File: src/hw/rtl/b64_pkg.sv
// Shared types, character constants and alphabet functions for the Base64 codec.
// Used by every module of base64_stream_codec; depends on nothing.
package b64_pkg;

    localparam int QUEUE_DEPTH_DEF = 2;

    localparam logic [7:0] CHAR_PAD   = 8'h3D;
    localparam logic [7:0] CHAR_PLUS  = 8'h2B;
    localparam logic [7:0] CHAR_SLASH = 8'h2F;

    typedef enum logic {
        MODE_ENCODE = 1'b0,
        MODE_DECODE = 1'b1
    } mode_t;

    // One unit of work for the back end: up to four result bytes in order.
    typedef struct packed {
        logic [3:0][7:0] data;
        logic [2:0]      count;
        logic            end_flag;
    } job_t;

    // Sextet value to alphabet character.
    function automatic logic [7:0] b64_encode_char(input logic [5:0] v);
        logic [7:0] wide;
        wide = {2'b00, v};
        if (v < 6'd26) begin
            return wide + 8'h41;
        end else if (v < 6'd52) begin
            return wide + 8'h47;
        end else if (v < 6'd62) begin
            return wide - 8'd4;
        end else if (v == 6'd62) begin
            return CHAR_PLUS;
        end else begin
            return CHAR_SLASH;
        end
    endfunction

    // Character to {valid, sextet}; valid is low for '=' and anything outside the alphabet.
    function automatic logic [6:0] b64_decode_char(input logic [7:0] c);
        logic [7:0] diff;
        diff = 8'd0;
        if (c >= 8'h41 && c <= 8'h5A) begin
            diff = c - 8'h41;
            return {1'b1, diff[5:0]};
        end else if (c >= 8'h61 && c <= 8'h7A) begin
            diff = c - 8'h47;
            return {1'b1, diff[5:0]};
        end else if (c >= 8'h30 && c <= 8'h39) begin
            diff = c + 8'd4;
            return {1'b1, diff[5:0]};
        end else if (c == CHAR_PLUS) begin
            return {1'b1, 6'd62};
        end else if (c == CHAR_SLASH) begin
            return {1'b1, 6'd63};
        end else begin
            return 7'd0;
        end
    endfunction

endpackage

File: src/hw/rtl/b64_front.sv
// Front end of the Base64 codec: accepts requests, keeps the group state and the
// mode register, and builds one job per request that produces results. Uses b64_pkg.
module b64_front (
    input  logic          aclk,
    input  logic          aresetn,
    input  logic          cfg_valid,
    input  logic          cfg_data,
    input  logic          in_fire,
    input  logic [7:0]    in_byte,
    input  logic          in_end,
    output logic          job_valid,
    output b64_pkg::job_t job
);
    import b64_pkg::*;

    mode_t       mode_reg,    mode_next;
    logic [23:0] bits_reg,    bits_next;
    logic [1:0]  cnt_reg,     cnt_next;
    logic        stopped_reg, stopped_next;

    logic [23:0] enc_full;
    logic [23:0] dec_full;
    logic [23:0] flush_bits;
    logic [6:0]  dec_char;

    always_comb begin
        mode_next    = mode_reg;
        bits_next    = bits_reg;
        cnt_next     = cnt_reg;
        stopped_next = stopped_reg;
        job          = '0;
        job.end_flag = in_end;
        enc_full     = {bits_reg[15:0], in_byte};
        dec_char     = b64_decode_char(in_byte);
        dec_full     = {bits_reg[17:0], dec_char[5:0]};
        flush_bits   = '0;

        if (cfg_valid) begin
            mode_next    = mode_t'(cfg_data);
            bits_next    = '0;
            cnt_next     = '0;
            stopped_next = 1'b0;
        end else if (in_fire) begin
            unique case (mode_reg)
                MODE_ENCODE: begin
                    if (cnt_reg == 2'd2) begin
                        job.data[0] = b64_encode_char(enc_full[23:18]);
                        job.data[1] = b64_encode_char(enc_full[17:12]);
                        job.data[2] = b64_encode_char(enc_full[11:6]);
                        job.data[3] = b64_encode_char(enc_full[5:0]);
                        job.count   = 3'd4;
                        bits_next   = '0;
                        cnt_next    = '0;
                    end else begin
                        bits_next = enc_full;
                        cnt_next  = cnt_reg + 2'd1;
                    end
                    if (in_end && cnt_next != 2'd0) begin
                        // Partial group: missing bytes are zero, missing characters pad.
                        flush_bits  = (cnt_next == 2'd1) ? {enc_full[7:0], 16'd0}
                                                         : {enc_full[15:0], 8'd0};
                        job.data[0] = b64_encode_char(flush_bits[23:18]);
                        job.data[1] = b64_encode_char(flush_bits[17:12]);
                        job.data[2] = (cnt_next == 2'd2) ?
                                      b64_encode_char(flush_bits[11:6]) : CHAR_PAD;
                        job.data[3] = CHAR_PAD;
                        job.count   = 3'd4;
                    end
                end
                MODE_DECODE: begin
                    if (!stopped_reg) begin
                        if (!dec_char[6]) begin
                            stopped_next = 1'b1;
                        end else if (cnt_reg == 2'd3) begin
                            job.data[0] = dec_full[23:16];
                            job.data[1] = dec_full[15:8];
                            job.data[2] = dec_full[7:0];
                            job.count   = 3'd3;
                            bits_next   = '0;
                            cnt_next    = '0;
                        end else begin
                            bits_next = dec_full;
                            cnt_next  = cnt_reg + 2'd1;
                        end
                    end
                    if (in_end && cnt_next >= 2'd2) begin
                        // Two characters give one byte, three give two.
                        flush_bits  = (cnt_next == 2'd2) ? {bits_next[11:0], 12'd0}
                                                         : {bits_next[17:0], 6'd0};
                        job.data[0] = flush_bits[23:16];
                        job.data[1] = flush_bits[15:8];
                        job.count   = (cnt_next == 2'd3) ? 3'd2 : 3'd1;
                    end
                end
                default: begin
                    job.count = '0;
                end
            endcase
            if (in_end) begin
                bits_next    = '0;
                cnt_next     = '0;
                stopped_next = 1'b0;
            end
        end
    end

    assign job_valid = in_fire && (job.count != 3'd0);

    always_ff @(posedge aclk) begin
        if (!aresetn) begin
            mode_reg    <= MODE_ENCODE;
            bits_reg    <= '0;
            cnt_reg     <= '0;
            stopped_reg <= 1'b0;
        end else begin
            mode_reg    <= mode_next;
            bits_reg    <= bits_next;
            cnt_reg     <= cnt_next;
            stopped_reg <= stopped_next;
        end
    end

endmodule

File: src/hw/rtl/b64_queue.sv
// Small job queue between the front and back ends of the Base64 codec.
// Uses b64_pkg for the job type.
module b64_queue #(
    parameter int DEPTH = b64_pkg::QUEUE_DEPTH_DEF
) (
    input  logic          aclk,
    input  logic          aresetn,
    input  logic          push_valid,
    output logic          push_ready,
    input  b64_pkg::job_t push_job,
    output logic          pop_valid,
    input  logic          pop_ready,
    output b64_pkg::job_t pop_job
);
    import b64_pkg::*;

    localparam int PTR_W = (DEPTH > 1) ? $clog2(DEPTH) : 1;
    localparam int CNT_W = $clog2(DEPTH + 1);

    job_t             entries [DEPTH];
    logic [PTR_W-1:0] wr_ptr_reg, wr_ptr_next;
    logic [PTR_W-1:0] rd_ptr_reg, rd_ptr_next;
    logic [CNT_W-1:0] fill_reg,   fill_next;
    logic             do_push, do_pop;

    assign push_ready = (fill_reg != CNT_W'(DEPTH));
    assign pop_valid  = (fill_reg != '0);
    assign pop_job    = entries[rd_ptr_reg];
    assign do_push    = push_valid && push_ready;
    assign do_pop     = pop_valid && pop_ready;

    always_comb begin
        wr_ptr_next = wr_ptr_reg;
        rd_ptr_next = rd_ptr_reg;
        fill_next   = fill_reg;
        if (do_push) begin
            wr_ptr_next = (wr_ptr_reg == PTR_W'(DEPTH - 1)) ? '0 : wr_ptr_reg + 1'b1;
        end
        if (do_pop) begin
            rd_ptr_next = (rd_ptr_reg == PTR_W'(DEPTH - 1)) ? '0 : rd_ptr_reg + 1'b1;
        end
        if (do_push && !do_pop) begin
            fill_next = fill_reg + 1'b1;
        end else if (do_pop && !do_push) begin
            fill_next = fill_reg - 1'b1;
        end
    end

    always_ff @(posedge aclk) begin
        if (do_push) begin
            entries[wr_ptr_reg] <= push_job;
        end
    end

    always_ff @(posedge aclk) begin
        if (!aresetn) begin
            wr_ptr_reg <= '0;
            rd_ptr_reg <= '0;
            fill_reg   <= '0;
        end else begin
            wr_ptr_reg <= wr_ptr_next;
            rd_ptr_reg <= rd_ptr_next;
            fill_reg   <= fill_next;
        end
    end

endmodule

File: src/hw/rtl/b64_back.sv
// Back end of the Base64 codec: holds one job and hands out its bytes one
// result per cycle while m_ready is high. Uses b64_pkg for the job type.
module b64_back (
    input  logic          aclk,
    input  logic          aresetn,
    input  logic          job_valid,
    output logic          job_ready,
    input  b64_pkg::job_t job,
    output logic          m_valid,
    input  logic          m_ready,
    output logic [7:0]    m_out_byte,
    output logic          m_run_last,
    output logic          m_msg_done
);
    import b64_pkg::*;

    job_t       cur_reg,  cur_next;
    logic [1:0] idx_reg,  idx_next;
    logic       busy_reg, busy_next;
    logic       last;

    assign last       = ({1'b0, idx_reg} == (cur_reg.count - 3'd1));
    assign m_valid    = busy_reg;
    assign m_out_byte = cur_reg.data[idx_reg];
    assign m_run_last = last;
    assign m_msg_done = last && cur_reg.end_flag;
    assign job_ready  = !busy_reg || (m_ready && last);

    always_comb begin
        cur_next  = cur_reg;
        idx_next  = idx_reg;
        busy_next = busy_reg;
        if (job_ready) begin
            cur_next  = job;
            idx_next  = '0;
            busy_next = job_valid;
        end else if (m_ready) begin
            idx_next = idx_reg + 2'd1;
        end
    end

    always_ff @(posedge aclk) begin
        cur_reg <= cur_next;
    end

    always_ff @(posedge aclk) begin
        if (!aresetn) begin
            idx_reg  <= '0;
            busy_reg <= 1'b0;
        end else begin
            idx_reg  <= idx_next;
            busy_reg <= busy_next;
        end
    end

endmodule

File: src/hw/rtl/base64_stream_codec.sv
// Top level of the streaming Base64 codec (standard alphabet, '=' padding).
// Instantiates b64_front, b64_queue and b64_back; uses b64_pkg.
//
// Usage:
//   The input channel (s_valid/s_ready) carries one request per byte: s_data_byte
//   and s_msg_end, which marks the last byte of a message. The result channel
//   (m_valid/m_ready) carries one character or byte per request in m_out_byte,
//   up to four of them for one input request, with m_run_last on the last result
//   caused by an input request and m_msg_done on the last result caused by a
//   message-ending request. The configuration channel (cfg_valid/cfg_ready/cfg_data)
//   writes the mode: 0 encodes bytes to text, 1 decodes text to bytes. A mode write
//   also clears the partial group. Write the mode only while the codec is idle.
//
// Timing:
//   With the back end idle, the job of an accepted request passes through the queue
//   entry and the back-end job register before its first result is valid.
//   The back end emits one result per cycle while m_ready is high.
//   Requests that produce no result put no job into the queue.
//   The job queue (QUEUE_DEPTH entries) decouples the two sides: when the
//   receiver stalls, results hold on the output and s_ready drops once the
//   queue is full. Reset returns the mode to encode and empties the queue.
module base64_stream_codec #(
    parameter int QUEUE_DEPTH = b64_pkg::QUEUE_DEPTH_DEF
) (
    input  logic       aclk,
    input  logic       aresetn,
    input  logic       cfg_valid,
    output logic       cfg_ready,
    input  logic       cfg_data,
    input  logic       s_valid,
    output logic       s_ready,
    input  logic [7:0] s_data_byte,
    input  logic       s_msg_end,
    output logic       m_valid,
    input  logic       m_ready,
    output logic [7:0] m_out_byte,
    output logic       m_run_last,
    output logic       m_msg_done
);
    import b64_pkg::*;

    logic in_fire;
    logic cfg_fire;
    logic q_push_valid, q_push_ready;
    logic q_pop_valid,  q_pop_ready;
    job_t q_push_job,   q_pop_job;

    // The mode register always takes a write at once.
    assign cfg_ready = 1'b1;
    assign cfg_fire  = cfg_valid && cfg_ready;

    // A request is taken whenever the queue has room for its job.
    assign s_ready = q_push_ready;
    assign in_fire = s_valid && s_ready;

    b64_front u_front (
        .aclk      (aclk),
        .aresetn   (aresetn),
        .cfg_valid (cfg_fire),
        .cfg_data  (cfg_data),
        .in_fire   (in_fire),
        .in_byte   (s_data_byte),
        .in_end    (s_msg_end),
        .job_valid (q_push_valid),
        .job       (q_push_job)
    );

    b64_queue #(
        .DEPTH (QUEUE_DEPTH)
    ) u_queue (
        .aclk       (aclk),
        .aresetn    (aresetn),
        .push_valid (q_push_valid),
        .push_ready (q_push_ready),
        .push_job   (q_push_job),
        .pop_valid  (q_pop_valid),
        .pop_ready  (q_pop_ready),
        .pop_job    (q_pop_job)
    );

    b64_back u_back (
        .aclk       (aclk),
        .aresetn    (aresetn),
        .job_valid  (q_pop_valid),
        .job_ready  (q_pop_ready),
        .job        (q_pop_job),
        .m_valid    (m_valid),
        .m_ready    (m_ready),
        .m_out_byte (m_out_byte),
        .m_run_last (m_run_last),
        .m_msg_done (m_msg_done)
    );

    // A job is only produced for an accepted request, so the queue never refuses one.
    a_no_overflow: assert property (@(posedge aclk) disable iff (!aresetn)
        q_push_valid |-> q_push_ready)
        else $error("job produced while queue full");

    // A popped job always shows up on the output in the next cycle.
    a_pop_to_out: assert property (@(posedge aclk) disable iff (!aresetn)
        q_pop_valid && q_pop_ready |=> m_valid)
        else $error("popped job did not reach the output");

    // Message completion is only flagged on the last result of a request.
    a_done_is_last: assert property (@(posedge aclk) disable iff (!aresetn)
        m_valid && m_msg_done |-> m_run_last)
        else $error("msg_done without run_last");

    // Every job carries at least one result.
    a_job_nonempty: assert property (@(posedge aclk) disable iff (!aresetn)
        q_push_valid |-> q_push_job.count != 3'd0)
        else $error("empty job pushed");

endmodule
File: config.mk
export PLATFORM = sky130hd
export DESIGN_NAME = base64_stream_codec
export DESIGN_NICKNAME = d
export VERILOG_FILES = /design/src/hw/rtl/b64_pkg.sv /design/src/hw/rtl/b64_front.sv /design/src/hw/rtl/b64_queue.sv /design/src/hw/rtl/b64_back.sv /design/src/hw/rtl/base64_stream_codec.sv
export SDC_FILE = /design/constraint.sdc
export NUM_CORES = 1
export LEC_CHECK = 0
export ABC_AREA = 1
export BUFFER_PORTS_ARGS = -buffer_cell sky130_fd_sc_hd__buf_2
export CAP_MARGIN = 25
export CORE_MARGIN = 2
export CORE_UTILIZATION = 35
export CTS_BUF_LIST = sky130_fd_sc_hd__clkbuf_2
export CTS_CLUSTER_DIAMETER = 150
export CTS_CLUSTER_SIZE = 30
export DETAILED_ROUTE_END_ITERATION = 10
export PLACE_DENSITY = 0.55
export SLEW_MARGIN = 20
export SYNTH_ARGS = -nofsm -noshare
export SYNTH_HDL_FRONTEND = slang
export SYNTH_HIERARCHICAL = 1
export SYNTH_SLANG_ARGS = --single-unit
export TNS_END_PERCENT = 50
File: constraint.sdc
create_clock -name aclk -period 5.34 [get_ports aclk]
set_clock_uncertainty 0.05 [all_clocks]
set_input_delay 0.801 -clock aclk [delete_from_list [all_inputs] [get_ports aclk]]
set_output_delay 0.801 -clock aclk [all_outputs]
set_load 0.01 [all_outputs]
==> reports/results.ini <==
[power_and_ir_drop]
power.share.clock_pct=21.9
power_frac_comb_pct=30.6
p_sw_share_pct=34.97
leakagePower_nw=4.163
powerDensity_nw_per_um2=288.3
p_int_w=0.001961
ir_worst_vdd_mv=0.1427
switchingPower_w=0.001055
seqPwrFrac_pct=47.5

[critical_path]
worstPathRequired_ps=5780
crit_arrival_ps=4400
cp_max_fo=24
crit_type=reg -> reg
crit_path_end_kind=flip-flop
start_kind=flip-flop

[clock_tree]
cts_tree=yes
cts-buffers-inserted=17
clk-insertion-delay-late_ps=710
clk_pin_slew_ps=210
clockBufferDepth=2
clock_tree.root_cell=clkbuf_2
cts_resized=0
ctsHoldBuffers=0
clock_sinks=138
post_cts.repair.setup_buffers=0
cts-htree-levels=4

[placed_design]
place_area_um2=10190
dp_cells=1578
port_buffers=26
place_hpwl_mm=22.54
finalWeightedCongestion=0.9806

[floorplan]
core-area_um2=27710
num_rows=61
dieArea_um2=29480
io_pins=28
fp.dieW_um=171.7
initial_core_util_pct=35.53
die_h_um=171.7

[synthesis]
synth_fp_nets=1273
synth_adder_area_share_pct=5.719
synth_cell_types=54
synth_edf_count=108
yosys-mux-area-fraction_pct=5.262
synthFlopType=edfxtp_1
syn_avg_cell_area_um2=8.116
synthArstFlopShare_pct=0
synth-seq-cells=138
synth_top_family_by_area=simple AND/OR/NAND/NOR gates
syn_area_um2=9844
yosysWarnings=6
synthCells=1213
synth-seq-area-share_pct=39.04
synth_xor_area_share_pct=2.669
synth-simple-area-share_pct=21.06
synth_compound_area_share_pct=17.32

[grt]
track_usage_pct=20.82
antenna_found_initial=1
grt_overflow=0
grt_pass1_vias=8001
grt_max_degree=38
grt_pass1_wl_mm=46.43

[detailed_routing]
vias=8576
routed_via_density=5.320
drt_wl_total_mm=30.08
drtIter0Drc=895
antenna_left=0
routedWlPerCell_um=18.66
drc=0
first_pass_iters=5

[cells_and_area]
fin_cells=1612
final_net_count=1280
drive_above_1_share_pct=12.73
syn2layout_area_growth_pct=6.278
fill_cells=2896
largest_register_ffs=72
fin_area_um2=10460

[timing]
worstMarginPinSlew_ps=999.4
finalCritPeriodShare_pct=74.07
setup_violations=0
rsz0062_at_grt=no
fin_crit_ps=3955
timing.slew.headroom_pct=33.37
fmax_mhz=252.8
finalHoldViolCount=0
final.setup.tns_ps=0
drv_slew=0

[status]
status=completed

[min_path]
min_path_type=in -> reg

[job]
maxCapViolCount=0

cell families (layout without fill, tap and decap cells):
kind of cell,after synthesis,after routing
other,1,2
and+or+nand+nor,482,482
muxes,36,36
DFF,138,138
buffers and inverters,184,204
adders and majority gates,45,45
xor gates and xnor gates,30,30
AOI/OAI and AO/OA,297,297
worst max-delay path, stage by stage, from the launching register on:
cell and delay (ps):
dfxtp_1 520, inv_1 150, ha_1 550, nor2_1 590
inv_1 190, ha_1 220, inv_1 50, o21ai_0 80
a21oi_1 230, inv_1 180, o21ai_0 130, nor2_1 70
o21ai_0 240, o21ai_0 210, a31oi_1 300
placed cells by master (no fill, tap or decap), types with 5 or more instances in the layout:
| master | count |
|---|---|
| nand2_1 | 256 |
| inv_1 | 111 |
| nor2_1 | 110 |
| o21ai_0 | 109 |
| edfxtp_1 | 108 |
| a21oi_1 | 92 |
| nand3_1 | 68 |
| ha_1 | 45 |
| mux2_4 | 30 |
| dfxtp_1 | 29 |
| buf_2 | 26 |
| o211ai_1 | 26 |
| xor2_1 | 23 |
| clkbuf_2 | 18 |
| o22ai_1 | 18 |
| buf_4 | 16 |
| a31oi_1 | 12 |
| nand2_2 | 11 |
| inv_2 | 10 |
| nor3_1 | 10 |
| a211oi_1 | 9 |
| clkinv_1 | 8 |
| xnor2_1 | 7 |
| nand2_4 | 7 |
| o31ai_1 | 6 |
| nor2_4 | 6 |
| mux2_2 | 6 |
| o21ai_1 | 5 |
final cells by class:
class	instances	area [µm²]	area share, %
Clock buffer	18	90.09	0.8610
Multi-Input combinational cell	891	5141	49.14
Tap cell	378	473.0	4.520
Inverter	130	491.7	4.700
Sequential cell	138	3845	36.75
Clock inverter	14	168.9	1.614
Timing Repair Buffer	42	250.2	2.392
Antenna cell	1	2.502	0.02392
power groups by stage:
stage | clock network (W) | registers (W) | logic [W]
after floorplan | 0 | 0.00143 | 0.000709
after global placement | 0 | 0.00146 | 0.000923
after detailed placement | 0 | 0.00146 | 0.000919
after CTS | 0.000688 | 0.00144 | 0.000921
after global routing | 0.000732 | 0.00145 | 0.00102
final | 0.000660 | 0.00143 | 0.000924
worst paths after layout:
kind / slack, ps / cells after the start / endpoint / start
max: 1380 / 14 / u_queue/entries[0][15] / u_front/cnt_reg[1]
min: 330 / 3 / u_front/mode_reg / cfg_data
max reg2reg: 1380 / 14 / u_queue/entries[0][15] / u_front/cnt_reg[1]
min reg2reg: 430 / 2 / u_front/bits_reg[16] / u_front/bits_reg[16]
per-layer routing:
| layer | global-route usage, % | wire length, µm | vias to the layer above |
|---|---|---|---|
| met5 | 0 | 0 | - |
| li1 | - | - | 4170 |
| met1 | 30.11 | 14090 | 3993 |
| met2 | 31.33 | 12950 | 366 |
| met3 | 3.774 | 2318 | 47 |
| met4 | 6.559 | 720 | 0 |
through the flow:
step / power, W / hold slack [ps] / setup WS, ps / utilization [%]
CTS: 0.003044 / 242.5 / 1379 / 37.73
floorplan: 0.002139 / 395.3 / 747.7 / -
detailed placement: 0.002380 / 405.3 / 850.3 / 36.79
global placement: 0.002382 / 405.2 / 907.9 / 36.79
finish: 0.003016 / 327.3 / 1385 / 37.76
global route: 0.003202 / 228.2 / 1043 / 37.76
synthesized netlist by cell type (23+ instances only):
cell type    n  share of area [%]
xor2_1      23                2.0
a21oi_1     92                4.7
mux2_4      30                4.6
nand2_1    256                9.8
nand3_1     68                3.5
nor2_1     112                4.3
inv_1      111                4.2
o211ai_1    26                2.0
dfxtp_1     30                6.1
ha_1        45                5.7
edfxtp_1   108                 33
o21ai_0    109                5.5
Power figures use the tool's default switching activity.
